==> src/rtl/core/bcd_pkg.sv <==
// bcd_pkg: shared types and constants for the button click event detector.
// Used by bcd_debounce and button_click_event_detector_unit; no dependencies.
`timescale 1ns / 1ps

package bcd_pkg;

    // Field and register widths
    localparam int TICK_WIDTH     = 16;
    localparam int DEB_WIDTH      = 3;
    localparam int THRESH_WIDTH   = 16;
    localparam int EVENT_WIDTH    = 3;
    localparam int CFG_IDX_WIDTH  = 2;
    localparam int CFG_DATA_WIDTH = 16;
    localparam int TDATA_WIDTH    = 8;

    // Reset values of the configuration registers
    localparam logic                    RST_PRESS_LEVEL  = 1'b0;
    localparam logic [DEB_WIDTH-1:0]    RST_DEB_TICKS    = 3'd3;
    localparam logic [THRESH_WIDTH-1:0] RST_CLICK_TICKS  = 16'd80;
    localparam logic [THRESH_WIDTH-1:0] RST_LONG_TICKS   = 16'd200;

    // Configuration register indexes
    typedef enum logic [CFG_IDX_WIDTH-1:0] {
        CFG_PRESS_LEVEL  = 2'd0,
        CFG_DEB_TICKS    = 2'd1,
        CFG_CLICK_TICKS  = 2'd2,
        CFG_LONG_TICKS   = 2'd3
    } t_cfg_idx;

    // Event codes on the result channel
    typedef enum logic [EVENT_WIDTH-1:0] {
        EV_NONE       = 3'd0,
        EV_SINGLE     = 3'd1,
        EV_DOUBLE     = 3'd2,
        EV_LONG_START = 3'd3,
        EV_LONG_HOLD  = 3'd4,
        EV_LONG_STOP  = 3'd5
    } t_event;

    // Press recognizer modes, one-hot
    typedef enum logic [4:0] {
        MODE_IDLE     = 5'b00001,
        MODE_PRESSED  = 5'b00010,
        MODE_RELEASED = 5'b00100,
        MODE_SECOND   = 5'b01000,
        MODE_LONG     = 5'b10000
    } t_mode;

    // Settings that the debouncer needs
    typedef struct packed {
        logic                 press_level;
        logic [DEB_WIDTH-1:0] deb_ticks;
    } t_deb_cfg;

endpackage

==> src/rtl/core/button_click_event_detector_unit.sv <==
// button_click_event_detector_unit: top level; debounced press recognizer with a
// registered result stage. Depends on bcd_pkg and bcd_debounce.
`timescale 1ns / 1ps

// Channel  | Dir | tdata bits (low first)             | Handshake
// ---------+-----+------------------------------------+-------------------------------
// s_axis   | in  | [0] pin_sample, [7:1] zero         | tvalid & tready
// m_axis   | out | [2:0] event_code, [3] pressed_now  | tvalid & tready
// cfg      | in  | wdata[15:0], index[1:0]            | write when i_cfg_we is high
//
// Each accepted item updates the debounce and recognizer in one pass, and the
// result sits in the output register on the next cycle.
// One item per cycle is sustained; tready drops only while a result waits and
// m_axis_tready is low. Synchronous active-low reset returns the state to not
// pressed / idle, loads the register defaults and empties the output register.

module button_click_event_detector_unit (
    input  logic                                i_clk,
    input  logic                                i_rst_n,
    // Sample channel
    input  logic                                i_s_axis_tvalid,
    output logic                                o_s_axis_tready,
    input  logic [bcd_pkg::TDATA_WIDTH-1:0]     i_s_axis_tdata,  // [0] pin_sample
    // Result channel
    output logic                                o_m_axis_tvalid,
    input  logic                                i_m_axis_tready,
    output logic [bcd_pkg::TDATA_WIDTH-1:0]     o_m_axis_tdata,  // [2:0] event_code, [3] pressed_now
    // Configuration writes
    input  logic                                i_cfg_we,
    input  logic [bcd_pkg::CFG_IDX_WIDTH-1:0]   i_cfg_index,
    input  logic [bcd_pkg::CFG_DATA_WIDTH-1:0]  i_cfg_wdata
);

    // Configuration registers
    logic                             r_press_level;
    logic [bcd_pkg::DEB_WIDTH-1:0]    r_deb_ticks;
    logic [bcd_pkg::THRESH_WIDTH-1:0] r_click_ticks;
    logic [bcd_pkg::THRESH_WIDTH-1:0] r_long_ticks;

    // Recognizer state
    bcd_pkg::t_mode                   r_mode;
    bcd_pkg::t_mode                   n_mode;
    logic [bcd_pkg::TICK_WIDTH-1:0]   r_tick;
    logic [bcd_pkg::TICK_WIDTH-1:0]   n_tick;
    logic [bcd_pkg::TICK_WIDTH-1:0]   tick_inc;

    // Output register
    logic                             r_out_valid;
    bcd_pkg::t_event                  r_out_event;
    logic                             r_out_pressed;
    bcd_pkg::t_event                  n_event;

    logic                             in_accept;
    logic                             pressed;
    bcd_pkg::t_deb_cfg                deb_cfg;

    // Accept while the output register is free or being drained
    assign o_s_axis_tready = ~r_out_valid | i_m_axis_tready;
    assign in_accept       = i_s_axis_tvalid & o_s_axis_tready;

    // Configuration write port
    always_ff @(posedge i_clk) begin
        if (!i_rst_n) begin
            r_press_level  <= bcd_pkg::RST_PRESS_LEVEL;
            r_deb_ticks    <= bcd_pkg::RST_DEB_TICKS;
            r_click_ticks  <= bcd_pkg::RST_CLICK_TICKS;
            r_long_ticks   <= bcd_pkg::RST_LONG_TICKS;
        end else if (i_cfg_we) begin
            case (bcd_pkg::t_cfg_idx'(i_cfg_index))
                bcd_pkg::CFG_PRESS_LEVEL:  r_press_level  <= i_cfg_wdata[0];
                bcd_pkg::CFG_DEB_TICKS:    r_deb_ticks    <= i_cfg_wdata[bcd_pkg::DEB_WIDTH-1:0];
                bcd_pkg::CFG_CLICK_TICKS:  r_click_ticks  <= i_cfg_wdata[bcd_pkg::THRESH_WIDTH-1:0];
                bcd_pkg::CFG_LONG_TICKS:   r_long_ticks   <= i_cfg_wdata[bcd_pkg::THRESH_WIDTH-1:0];
                default: ;
            endcase
        end
    end

    // Debouncer
    assign deb_cfg.press_level = r_press_level;
    assign deb_cfg.deb_ticks   = r_deb_ticks;

    bcd_debounce u_debounce (
        .i_clk          (i_clk),
        .i_rst_n        (i_rst_n),
        .i_step         (in_accept),
        .i_pin          (i_s_axis_tdata[0]),
        .i_cfg          (deb_cfg),
        .o_pressed_next (pressed)
    );

    // Tick counter runs whenever the recognizer is busy
    assign tick_inc = (r_mode != bcd_pkg::MODE_IDLE) ? r_tick + 1'b1 : r_tick;

    // Press recognizer
    always_comb begin
        n_mode  = r_mode;
        n_tick  = tick_inc;
        n_event = bcd_pkg::EV_NONE;
        case (r_mode)
            bcd_pkg::MODE_IDLE: begin
                if (pressed) begin
                    n_tick = '0;
                    n_mode = bcd_pkg::MODE_PRESSED;
                end
            end
            bcd_pkg::MODE_PRESSED: begin
                if (!pressed) begin
                    n_mode = bcd_pkg::MODE_RELEASED;
                end else if (tick_inc > r_long_ticks) begin
                    n_event = bcd_pkg::EV_LONG_START;
                    n_mode  = bcd_pkg::MODE_LONG;
                end
            end
            bcd_pkg::MODE_RELEASED: begin
                if (tick_inc > r_click_ticks) begin
                    n_event = bcd_pkg::EV_SINGLE;
                    n_mode  = bcd_pkg::MODE_IDLE;
                end else if (pressed) begin
                    n_mode = bcd_pkg::MODE_SECOND;
                end
            end
            bcd_pkg::MODE_SECOND: begin
                if (!pressed) begin
                    n_event = bcd_pkg::EV_DOUBLE;
                    n_mode  = bcd_pkg::MODE_IDLE;
                end
            end
            bcd_pkg::MODE_LONG: begin
                if (pressed) begin
                    n_event = bcd_pkg::EV_LONG_HOLD;
                end else begin
                    n_event = bcd_pkg::EV_LONG_STOP;
                    n_mode  = bcd_pkg::MODE_IDLE;
                end
            end
            default: ;
        endcase
    end

    always_ff @(posedge i_clk) begin
        if (!i_rst_n) begin
            r_mode <= bcd_pkg::MODE_IDLE;
            r_tick <= '0;
        end else if (in_accept) begin
            r_mode <= n_mode;
            r_tick <= n_tick;
        end
    end

    // Result register
    always_ff @(posedge i_clk) begin
        if (!i_rst_n) begin
            r_out_valid <= 1'b0;
        end else if (in_accept) begin
            r_out_valid <= 1'b1;
        end else if (i_m_axis_tready) begin
            r_out_valid <= 1'b0;
        end
    end

    always_ff @(posedge i_clk) begin
        if (in_accept) begin
            r_out_event   <= n_event;
            r_out_pressed <= pressed;
        end
    end

    assign o_m_axis_tvalid = r_out_valid;
    assign o_m_axis_tdata  = {{(bcd_pkg::TDATA_WIDTH - bcd_pkg::EVENT_WIDTH - 1){1'b0}},
                              r_out_pressed, r_out_event};

    // Assertions
    a_reset_empties: assert property (@(posedge i_clk)
        !i_rst_n |=> !o_m_axis_tvalid)
        else $error("output valid right after reset");

    a_idle_no_event: assert property (@(posedge i_clk) disable iff (!i_rst_n)
        (in_accept && r_mode == bcd_pkg::MODE_IDLE) |=> (r_out_event == bcd_pkg::EV_NONE))
        else $error("event reported from idle");

    a_long_hold_stop: assert property (@(posedge i_clk) disable iff (!i_rst_n)
        (in_accept && r_mode == bcd_pkg::MODE_LONG)
            |=> (r_out_event == bcd_pkg::EV_LONG_HOLD || r_out_event == bcd_pkg::EV_LONG_STOP))
        else $error("long press gave an event other than hold or stop");

    a_stop_goes_idle: assert property (@(posedge i_clk) disable iff (!i_rst_n)
        (in_accept && (n_event == bcd_pkg::EV_LONG_STOP || n_event == bcd_pkg::EV_DOUBLE
            || n_event == bcd_pkg::EV_SINGLE)) |=> (r_mode == bcd_pkg::MODE_IDLE))
        else $error("recognizer not idle after a closing event");

endmodule

==> src/rtl/core/bcd_debounce.sv <==
// bcd_debounce: pin debouncer holding the accepted pressed state and run count.
// Depends on bcd_pkg.
`timescale 1ns / 1ps

module bcd_debounce (
    input  logic              i_clk,
    input  logic              i_rst_n,
    input  logic              i_step,          // an item is taken this cycle
    input  logic              i_pin,
    input  bcd_pkg::t_deb_cfg i_cfg,
    output logic              o_pressed_next   // debounced state after this item
);

    logic                          r_pressed;
    logic [bcd_pkg::DEB_WIDTH-1:0] r_count;
    logic                          n_pressed;
    logic [bcd_pkg::DEB_WIDTH-1:0] n_count;
    logic                          level;
    logic [bcd_pkg::DEB_WIDTH-1:0] count_inc;

    // Pin level that the current state stands for
    assign level     = r_pressed ? i_cfg.press_level : ~i_cfg.press_level;
    assign count_inc = r_count + 1'b1;

    // Count differing samples; flip once the run is long enough
    always_comb begin
        n_pressed = r_pressed;
        n_count   = '0;
        if (i_pin != level) begin
            if (count_inc >= i_cfg.deb_ticks) begin
                n_pressed = ~r_pressed;
            end else begin
                n_count = count_inc;
            end
        end
    end

    assign o_pressed_next = n_pressed;

    always_ff @(posedge i_clk) begin
        if (!i_rst_n) begin
            r_pressed <= 1'b0;
            r_count   <= '0;
        end else if (i_step) begin
            r_pressed <= n_pressed;
            r_count   <= n_count;
        end
    end

endmodule
==> config.mk <==
export PLATFORM = sky130hd
export DESIGN_NAME = button_click_event_detector_unit
export DESIGN_NICKNAME = d
export VERILOG_FILES = /design/src/rtl/core/bcd_pkg.sv /design/src/rtl/core/button_click_event_detector_unit.sv /design/src/rtl/core/bcd_debounce.sv
export SDC_FILE = /design/constraint.sdc
export NUM_CORES = 1
export LEC_CHECK = 0
export CAP_MARGIN = 5
export CORE_MARGIN = 1.5
export CORE_UTILIZATION = 40
export CTS_BUF_LIST = sky130_fd_sc_hd__clkbuf_4
export DETAILED_ROUTE_END_ITERATION = 7
export DONT_BUFFER_PORTS = 1
export PLACE_DENSITY_LB_ADDON = 0.15
export SYNTH_ARGS = -nofsm -noshare
export SYNTH_HDL_FRONTEND = slang
export SYNTH_SLANG_ARGS = --single-unit
==> constraint.sdc <==
create_clock -name i_clk -period 10.7 [get_ports i_clk]
set_clock_uncertainty 0.1 [all_clocks]
set_input_delay 1.605 -clock i_clk [delete_from_list [all_inputs] [get_ports i_clk]]
set_output_delay 1.605 -clock i_clk [all_outputs]
set_load 0.01 [all_outputs]
==> metrics.md, run 1 <==
| Metric | Value |
|---|---|
| Status | finished clean |
| Syn_area_per_cell | 8.21 um2 |
| CP bufs+invs | 0 |
| Synth async-reset ratio | 0% |
| RR Endpoint | r_mode[0] |
| Critical Path AT | 4450 ps |
| Io pins | 41 |
| Initial drt markers | 95 |
| Die width | 103 um |
| Overall Global Routing Usage | 17.8% |
| DRC | 0 |
| Max-slew headroom | 46.5% |
| Final Hold Fails | 0 |
| Worst-Margin Slew | 803 ps |
| HPWL after DPL | 6260 um |
| Routed WL per cell | 14.2 um |
| Critical-path top delay cell | nor3b_1 |
| Layout Nets | 542 |
| WL final | 8700 um |
| Yosys Warn Count | 0 |
| Fmax | 0.235 GHz |
| Critical path cell sequence | or4b_4 > nor2_8 > nor3b_1 > nand2_1 > xnor2_1 > ha_1 > a21oi_1 > o21ai_0 > a221oi_1 > a31oi_1 > o311ai_1 > a21oi_2 > mux2_1 |
| Power Dens Cells | 126 mW/mm2 |
| Via count | 3160 |
| Flops & latches, synth | 66 |
| Switching share of power | 29.2% |
| Gate Count Post-Synth | 484 |
| Hold Path Class | reg -> reg |
| Layout cells sized above 1 | 5.64% |
| Count of endpoints failing setup in the final report | 0 |
| H-tree levels | 3 |
| Chip Height | 103 um |
| Initial antenna violation count | 0 |
| CP peak stage delay | 620 ps |
| Most frequent cells in the layout | nand2_1 (96), dfxtp_1 (62), inv_1 (38) |
| Cell family with most CP delay | compound AO/OA/AOI/OAI gates |
| Crit end category | flip-flop |
| Mapped cell area | 0.00397 mm2 |
| First-pass GRT wire length | 14600 um |
| Initial DRT Pass Iterations | 4 |
| Power share of the combinational group | 16.8% |
| Crit Path Category | reg -> reg |
| Core area | 0.00968 mm2 |
| Inserted Diodes | 0 |
| Critical Path Sink | r_mode[0] |
| CTS buffer count | 9 |
| Setup TNS | 0 ps |
| Vias in the first global route | 3104 |
| Sequential area share after synthesis | 34.3% |
| Unrepaired setup endpoints after global routing | no |
| Hold_buf cts | 0 |
| Setup crit start kind | flip-flop |
| Root Buffer | clkbuf_4 |
| Row Count | 36 |
| Reg power frac | 50.9% |
| Largest net degree at the start of global routing | 66 |
| CTS tree | yes |
| CTS max path bufs | 2 |
| Placer congestion estimate | 0.834 |
| Final Cycle Share | 39.7% |
| Post-CTS Setup Inserts | 0 |
| R2r setup slk | 6450 ps |
| # clock sinks | 66 |
| Leakage | 1.68 nW |
| Commonest non-fill, non-tap cell in the layout | nand2_1 |
| Syn-to-layout area delta | 4.97% |
| Critical Path RT | 10900 ps |
| Clock slew at reported path FFs | 110 ps |
| Clock network power share | 32.3% |
| Internal cell power | 371 uW |
| Tot Pwr | 524 uW |
| Number of flops mapped to enable cells by yosys | 4 |
| Die area | 0.0105 mm2 |
| Post-cts sizing count | 0 |
| Worst-path maximum fanout | 9 |
| Worst-skew pair later-pin latency | 400 ps |
| Fillers | 980 |
| Fin crit period | 4250 ps |
| Overflow after GRT | 0 |
| Via density | 5.16 |
| Max-slew violation count | 0 |
| Max Cap Violations | 0 |
| RR Startpoint | r_mode[3] |
| Reg2reg path depth | 13 |
| Crit path depth | 13 |
| Setup crit start | r_mode[3] |
| Initial core utilization | 41.0% |
| Top_reg_cell synth | dfxtp_1 |
| Routed Antenna Nets | 0 |
| IO Port Bufs | 0 |
| Psw | 153 uW |
| VDD IR max | 0.0000663 V |
| Distinct cells, synth | 58 |
## sequential cells by signal (all words and copies together), names as in the netlist
signal	flops
r_deb_ticks	3
u_debounce.r_count	3
r_mode	5
r_out_event	3
r_click_ticks	16
r_press_level	1
r_long_ticks	16
o_m_axis_tvalid	1
r_tick	16
u_debounce.r_pressed	1
r_out_pressed	1
## worst register-to-register path: stages (launching register included)
cell and delay (ps):
dfxtp_1 520, or4b_4 240, nor2_8 50, nor3b_1 620, nand2_1 150, xnor2_1 340
ha_1 330, a21oi_1 120, o21ai_0 140, a221oi_1 480, a31oi_1 180, o311ai_1 430
a21oi_2 130, mux2_1 330
## layer usage
metal | vias to the layer above | part of all wire [%] | wire (um) | global-route usage, %
met3 | 14 | 2.8 | 242 | 2.85
li1 | 1631 | - | - | -
met1 | 1467 | 50 | 4350 | 23.7
met5 | - | 0 | 0 | 0
met2 | 48 | 45 | 3940 | 29.2
met4 | 0 | 1.9 | 162 | 6.74
## how the worst min path moves through the flow
| stage | start | to | cells past startpoint |
|---|---|---|---|
| 2_1_floorplan | r_long_ticks[4] | r_long_ticks[4] | 2 |
| 3_3_place_gp | r_long_ticks[5] | r_long_ticks[5] | 2 |
| 3_5_place_dp | r_click_ticks[8] | r_click_ticks[8] | 2 |
| 4_1_cts | r_click_ticks[8] | r_click_ticks[8] | 2 |
| 5_1_grt | r_click_ticks[15] | r_click_ticks[15] | 2 |
| 6_report | r_long_ticks[15] | r_long_ticks[15] | 2 |
## kinds of logic (layout without fill, tap and decap cells)
group / Yosys count / after routing / synth area share [%]
and+or+nand+nor: 188 / 188 / 23.7
AOI/OAI and AO/OA: 102 / 102 / 17.3
xor gates and xnor gates: 20 / 20 / 4.41
muxes: 6 / 6 / 1.86
buffers and inverters: 64 / 56 / 6.80
other: 1 / 4 / 0.0944
adders and majority gates: 37 / 37 / 11.6
DFF: 66 / 66 / 34.3
## power by group through the flow
stage,Clock [mW],Combinational [mW],Sequential [mW]
after floorplan,0,0.0797,0.268
after global placement,0,0.0874,0.272
after detailed placement,0,0.0883,0.272
after CTS,0.175,0.0890,0.267
after global routing,0.186,0.0990,0.269
final,0.169,0.0880,0.267
## stage by stage
step | utilization [%] | setup WS, ps | area [um2] | cells | hold slack [ps]
6_report | 43.1 | 6450 | 4170 | 612 | 370
2_1_floorplan | - | 7010 | 3990 | 487 | 343
3_5_place_dp | 41.7 | 6520 | 4040 | 596 | 358
5_1_grt | 43.1 | 6100 | 4170 | 612 | 394
3_3_place_gp | 41.7 | 6540 | 4040 | 596 | 352
4_1_cts | 43.1 | 6490 | 4170 | 612 | 375
## layout make-up
class	instances	area, um2	share of cell area, %
clock buffer	12	90.1	2.16
clock inverter	4	42.5	1.02
inverter	38	143	3.42
multi-input combinational	357	2350	56.4
sequential	66	1360	32.6
tap	133	166	3.99
timing repair buffer	2	15.0	0.360
## Yosys cell counts (3+ instances only)
master	count	area [um2]
a21boi_0	29	218
a21o_1	3	22.5
a21oi_1	20	100
a22oi_1	10	75.1
and2_1	3	18.8
and3_1	4	25.0
buf_2	3	15.0
buf_4	5	37.5
clkbuf_1	15	56.3
dfxtp_1	62	1240
edfxtp_1	4	120
ha_1	37	463
inv_1	38	143
mux2i_1	4	40.0
nand2_1	96	360
nand2b_1	4	25.0
nand3_1	14	70.1
nand3b_1	3	22.5
nand4_1	9	56.3
nor2_1	11	41.3
nor2b_1	17	106
nor3_1	5	25.0
nor4_1	3	18.8
o211ai_1	9	67.6
o21ai_0	12	60.1
o21ai_1	3	15.0
o22ai_1	4	25.0
xnor2_1	12	105
xor2_1	8	70.1
No activity file was read; power rests on OpenSTA's default activity.
==> run 2: changes to the inputs <==
- clock period: 10.7 -> 4.2 ns (I/O delays scaled with it)
==> metrics.md, run 2 (same netlist as run 1, synthesis figures left out) <==
| Metric | Value |
|---|---|
| CTS max path bufs | 2 (unchanged) |
| Count of endpoints failing setup in the final report | 0 (unchanged) |
| Met1 usage | 24.1% (+0.42 points) |
| H-tree levels | 3 (unchanged) |
| Fmax | 0.256 GHz (+8.9%) |
| Worst-Margin Slew | 800 ps (-2.45 ps) |
| Die width | 103 um (unchanged) |
| Reg power frac | 51.5% (+0.6 points) |
| CP bufs+invs | 0 (unchanged) |
| GR Layer Usage met3 | 3.25% (+0.41 points) |
| Multi-input gate area | 0.00237 mm2 (+0.53%) |
| Status | finished clean |
| Final Hold Fails | 0 (unchanged) |
| Die area | 0.0105 mm2 (unchanged) |
| Clock slew at reported path FFs | 110 ps (about the same) |
| Via density | 5.15 (-0.30%) |
| HPWL after DPL | 6350 um (+1.5%) |
| Max-slew violation count | 0 (unchanged) |
| Inserted Diodes | 0 (unchanged) |
| Critical path cell sequence | or4b_4 > nor2_8 > and4bb_2 > and3_1 > xor2_1 > ha_1 > nand4_1 > nor2_1 > a221oi_1 > a31oi_1 > o311ai_2 > a21oi_2 > mux2_1 |
| Largest registers | r_click_ticks: 16 flops, r_long_ticks: 16 flops, r_tick: 16 flops |
| Cell family with most CP delay | simple AND/OR/NAND/NOR gates |
| Hold Path Class | in -> reg |
| Tot Pwr | 1.32 mW (+150%) |
| Io pins | 41 (unchanged) |
| Crit end category | flip-flop |
| Setup TNS | 0 ps (unchanged) |
| Post-CTS Setup Inserts | 0 (unchanged) |
| Critical Path RT | 4420 ps (-6480 ps) |
| Critical Path AT | 4120 ps (-330 ps) |
| Max Cap Violations | 0 (unchanged) |
| Fin crit period | 3900 ps (-349 ps) |
| Layout Nets | 553 (+2.0%) |
| Most frequent cells in the layout | nand2_1 (96), dfxtp_1 (62), inv_1 (38) |
| Psw | 384 uW (+150%) |
| First-pass GRT wire length | 14900 um (+2.2%) |
| Power share of the combinational group | 17.9% (+1.1 points) |
| Routed WL per cell | 13.9 um (-2.1%) |
| Leakage | 1.73 nW (+3.3%) |
| Power Dens Cells | 310 mW/mm2 (+150%) |
| CTS buffer count | 9 (unchanged) |
| Critical-path top delay cell | or4b_4 |
| Final Cycle Share | 93.0% (+53 points) |
| Fillers | 1011 (+3.2%) |
| Met2 Usage GRT | 30.4% (+1.2 points) |
| Placer congestion estimate | 0.832 (-0.13%) |
| IO Port Bufs | 0 (unchanged) |
| Worst-skew pair later-pin latency | 420 ps (+20 ps) |
| Internal cell power | 935 uW (+150%) |
| CTS tree | yes |
| Routed Antenna Nets | 0 (unchanged) |
| Vias in the first global route | 3144 (+1.3%) |
| Initial antenna violation count | 0 (unchanged) |
| Sequential cell area | 0.00136 mm2 (unchanged) |
| Overflow after GRT | 0 (unchanged) |
| Largest net degree at the start of global routing | 66 (unchanged) |
| Final core occ | 43.9% (+0.87 points) |
| Unrepaired setup endpoints after global routing | no |
| Clock network power share | 30.6% (-1.7 points) |
| Root Buffer | clkbuf_4 |
| WL final | 8660 um (-0.46%) |
| Layout cells sized above 1 | 7.77% (+2.1 points) |
| GR peak layer | met2 |
| # clock sinks | 66 (unchanged) |
| Crit Path Category | reg -> reg |
| Core area | 0.00968 mm2 (unchanged) |
| Syn-to-layout area delta | 7.08% |
| Overall Global Routing Usage | 18.6% (+0.75 points) |
| Via count | 3202 (+1.3%) |
| Row Count | 36 (unchanged) |
| Setup crit start kind | flip-flop |
| Chip Height | 103 um (unchanged) |
| Worst-path maximum fanout | 10 (+1) |
| Initial drt markers | 134 (+41%) |
| Max-slew headroom | 46.7% (+0.16 points) |
| CP peak stage delay | 620 ps (about the same) |
| Initial core utilization | 41.0% (unchanged) |
| Switching share of power | 29.1% (-0.091 points) |
| Commonest non-fill, non-tap cell in the layout | nand2_1 |
| DRC | 0 (unchanged) |
| VDD IR max | 0.000147 V (+120%) |
| Initial DRT Pass Iterations | 4 (unchanged) |
[run 2: power by group through the flow]
stage | Sequential (mW) | Clock [mW] | Combinational (mW)
finish | 0.679 | 0.404 | 0.236
global placement | 0.692 | 0 | 0.234
floorplan | 0.684 | 0 | 0.203
global route | 0.684 | 0.455 | 0.266
CTS | 0.679 | 0.423 | 0.236
detailed placement | 0.694 | 0 | 0.235
[run 2: per-stage QoR]
step | instance area [um2] | setup WS (ps) | hold WS [ps] | instances
finish | 4260 | 296 | 201 | 622
global route | 4260 | 51.3 | 150 | 622
CTS | 4240 | 238 | 140 | 622
detailed placement | 4120 | 264 | 356 | 607
global placement | 4120 | 255 | 352 | 607
floorplan | 3990 | 515 | 343 | 487
[run 2: area by class of cell]
cell class              count  area share (%)
clock buffers              10            1.76
well taps                 133            3.91
flip-flops and latches     66            32.0
clock inverters             5            1.09
inverters                  38            3.35
multi-input cells         357            55.6
repair buffers             13            2.29
[run 2: worst register-to-register path, stage by stage, from the launching register on]
cell and delay [ps]:
dfxtp_1 400, or4b_4 620, nor2_8 150, and4bb_2 260
and3_1 220, xor2_1 220, ha_1 280, nand4_1 160
nor2_1 80, a221oi_1 430, a31oi_1 180, o311ai_2 310
a21oi_2 80, mux2_1 310
[run 2: repair_timing]
item / CTS / global route
hold buffers: 0 / 0
hold endpoints to repair: 0 / 0
resized for setup: 0 / 2
setup endpoints to repair: 0 / 1
[run 2: path summary, 6_finish.rpt]
kind	start	to	slack, ps	cells past startpoint
hold reg to reg	r_long_ticks[4]	r_long_ticks[4]	370	2
setup / recovery	r_mode[1]	r_mode[0]	300	13
setup reg to reg	r_mode[1]	r_mode[0]	300	13
hold / removal	i_rst_n	r_deb_ticks[0]	200	1
[run 2: routing by layer]
metal | vias to the layer above | wire [um]
met5 | - | 0
met1 | 1492 | 4300
met3 | 12 | 240
li1 | 1654 | -
met4 | 0 | 181
met2 | 44 | 3940
==> run 3: changes to the inputs <==
- GPL_TIMING_DRIVEN: unset -> 1
- MAX_ROUTING_LAYER: unset -> met4
==> metrics.md, run 3 (same netlist as run 1, synthesis figures left out) <==
| Metric | Value |
|---|---|
| Status | finished clean |
| Routed Antenna Nets | 0 (unchanged) |
| Final core occ | 43.9% (unchanged) |
| Worst-Margin Slew | 802 ps (+2.01 ps) |
| RR Startpoint | r_mode[1] |
| Worst-skew pair later-pin latency | 420 ps (about the same) |
| Area of placed instances | 0.00412 mm2 (unchanged) |
| Commonest non-fill, non-tap cell in the layout | nand2_1 |
| VDD IR max | 0.000148 V (about the same) |
| Via count | 3213 (+0.34%) |
| WL final | 8640 um (-0.17%) |
| Inserted Diodes | 0 (unchanged) |
| CP bufs+invs | 0 (unchanged) |
| Final Hold Fails | 0 (unchanged) |
| Count of endpoints failing setup in the final report | 0 (unchanged) |
| Critical path cell sequence | or4b_4 > nor2_8 > and4bb_2 > and3_1 > xor2_1 > ha_1 > nand4_1 > nor2_1 > a221oi_1 > a31oi_1 > o311ai_2 > a21oi_2 > mux2_1 |
| DRC | 0 (unchanged) |
| Vias in the first global route | 3133 (-0.35%) |
| CTS max path bufs | 2 (unchanged) |
| Layout cells sized above 1 | 7.77% (unchanged) |
| RR Endpoint | r_mode[0] |
| H-tree levels | 3 (unchanged) |
| Leakage | 1.73 nW (unchanged) |
| Io pins | 41 (unchanged) |
| Critical-path top delay cell | or4b_4 |
| Layout Nets | 553 (unchanged) |
| Initial core utilization | 41.0% (unchanged) |
| # clock sinks | 66 (unchanged) |
| Power Dens Cells | 310 mW/mm2 (about the same) |
| Pre-CTS WS | 264 ps (unchanged) |
| Most frequent cells in the layout | nand2_1 (96), dfxtp_1 (62), inv_1 (38) |
| Max-slew headroom | 46.5% (-0.13 points) |
| Max Cap Violations | 0 (unchanged) |
| Initial antenna violation count | 0 (unchanged) |
| Overflow after GRT | 0 (unchanged) |
| Placer congestion estimate | 0.845 (+1.5%) |
| Hold WS | 184 ps (-17.2 ps) |
| IO Port Bufs | 0 (unchanged) |
| Final Cycle Share | 92.9% (about the same) |
| Overall Global Routing Usage | 19.1% (+0.50 points) |
| Setup crit start | r_mode[1] |
| Reg2reg path depth | 13 (unchanged) |
| Clock slew at reported path FFs | 110 ps (about the same) |
| Setup crit start kind | flip-flop |
| Cell family with most CP delay | simple AND/OR/NAND/NOR gates |
| R2r setup slk | 300 ps (about the same) |
| Largest net degree at the start of global routing | 66 (unchanged) |
| Finished Layout Cells | 622 (unchanged) |
| CTS buffer count | 9 (unchanged) |
| Routed WL per cell | 13.9 um (-0.17%) |
| Worst Slack Setup Final | 298 ps (+2.51 ps) |
| Worst-path maximum fanout | 10 (unchanged) |
| Setup TNS | 0 ps (unchanged) |
| Unrepaired setup endpoints after global routing | no |
| Fmax | 0.256 GHz (about the same) |
| Hold Path Class | in -> reg |
| Critical Path RT | 4410 ps (about the same) |
| Tot Pwr | 1.32 mW (about the same) |
| Die width | 103 um (unchanged) |
| Crit path depth | 13 (unchanged) |
| CP peak stage delay | 620 ps (about the same) |
| Critical Path Sink | r_mode[0] |
| Via density | 5.17 (+0.34%) |
| Syn-to-layout area delta | 7.08% (unchanged) |
| Die area | 0.0105 mm2 (unchanged) |
| Hold_buf cts | 0 (unchanged) |
| Core area | 0.00968 mm2 (unchanged) |
| Critical Path AT | 4110 ps (about the same) |
| Initial drt markers | 132 (-1.5%) |
| Crit Path Category | reg -> reg |
| Final instance area | 0.00426 mm2 (unchanged) |
| Crit end category | flip-flop |
| Max-slew violation count | 0 (unchanged) |
| Root Buffer | clkbuf_4 |
| Row Count | 36 (unchanged) |
| Chip Height | 103 um (unchanged) |
| Fin crit period | 3900 ps (-2.51 ps) |
| HPWL after DPL | 6350 um (unchanged) |
| CTS tree | yes |
| Initial DRT Pass Iterations | 4 (unchanged) |
| Placed Cells | 607 (unchanged) |
| Largest registers | r_click_ticks: 16 flops, r_long_ticks: 16 flops, r_tick: 16 flops |
| First-pass GRT wire length | 14900 um (about the same) |
==> run 3: worst min path at each step <==
stage	endpoint	start	cells past startpoint	slack, ps
after floorplan	r_long_ticks[4]	r_long_ticks[4]	2	340
after global placement	r_click_ticks[5]	r_click_ticks[5]	2	350
after detailed placement	r_long_ticks[4]	r_long_ticks[4]	2	360
after CTS	r_deb_ticks[0]	i_rst_n	1	140
after global routing	r_deb_ticks[0]	i_rst_n	1	160
final	r_deb_ticks[0]	i_rst_n	1	180
==> run 3: layer usage <==
layer,vias to the layer above,GRT usage (%),share of wire [%]
met1,1494,24.2,49
li1,1656,-,-
met4,0,8.11,2.1
met3,15,2.71,2.9
met5,-,-,0
met2,48,30.4,45
==> run 3: worst reg2reg max path, cell delays in order, from the launching register on <==
cell	delay (ps)
dfxtp_1	400
or4b_4	620
nor2_8	150
and4bb_2	260
and3_1	220
xor2_1	220
ha_1	280
nand4_1	160
nor2_1	80
a221oi_1	430
a31oi_1	180
o311ai_2	310
a21oi_2	90
mux2_1	310
==> run 3: final cells by class <==
| class | instances | area [um2] |
|---|---|---|
| Sequential cell | 66 | 1360 |
| Fill cell | 1011 | 5430 |
| Inverter | 38 | 143 |
| Multi-Input combinational cell | 357 | 2370 |
| Timing Repair Buffer | 13 | 97.6 |
| Tap cell | 133 | 166 |
| Clock inverter | 5 | 46.3 |
| Clock buffer | 10 | 75.1 |
==> run 3: where the power goes <==
part / switching (mW) / internal (mW) / total (mW)
clock network: 0.224 / 0.179 / 0.403
logic: 0.137 / 0.0994 / 0.236
registers: 0.0218 / 0.657 / 0.679
total: 0.383 / 0.935 / 1.32
==> run 3: repair_timing <==
action	in CTS	in global routing
buffers inserted	0	0
resized for setup	0	2
endpoints found under the setup margin	0	1
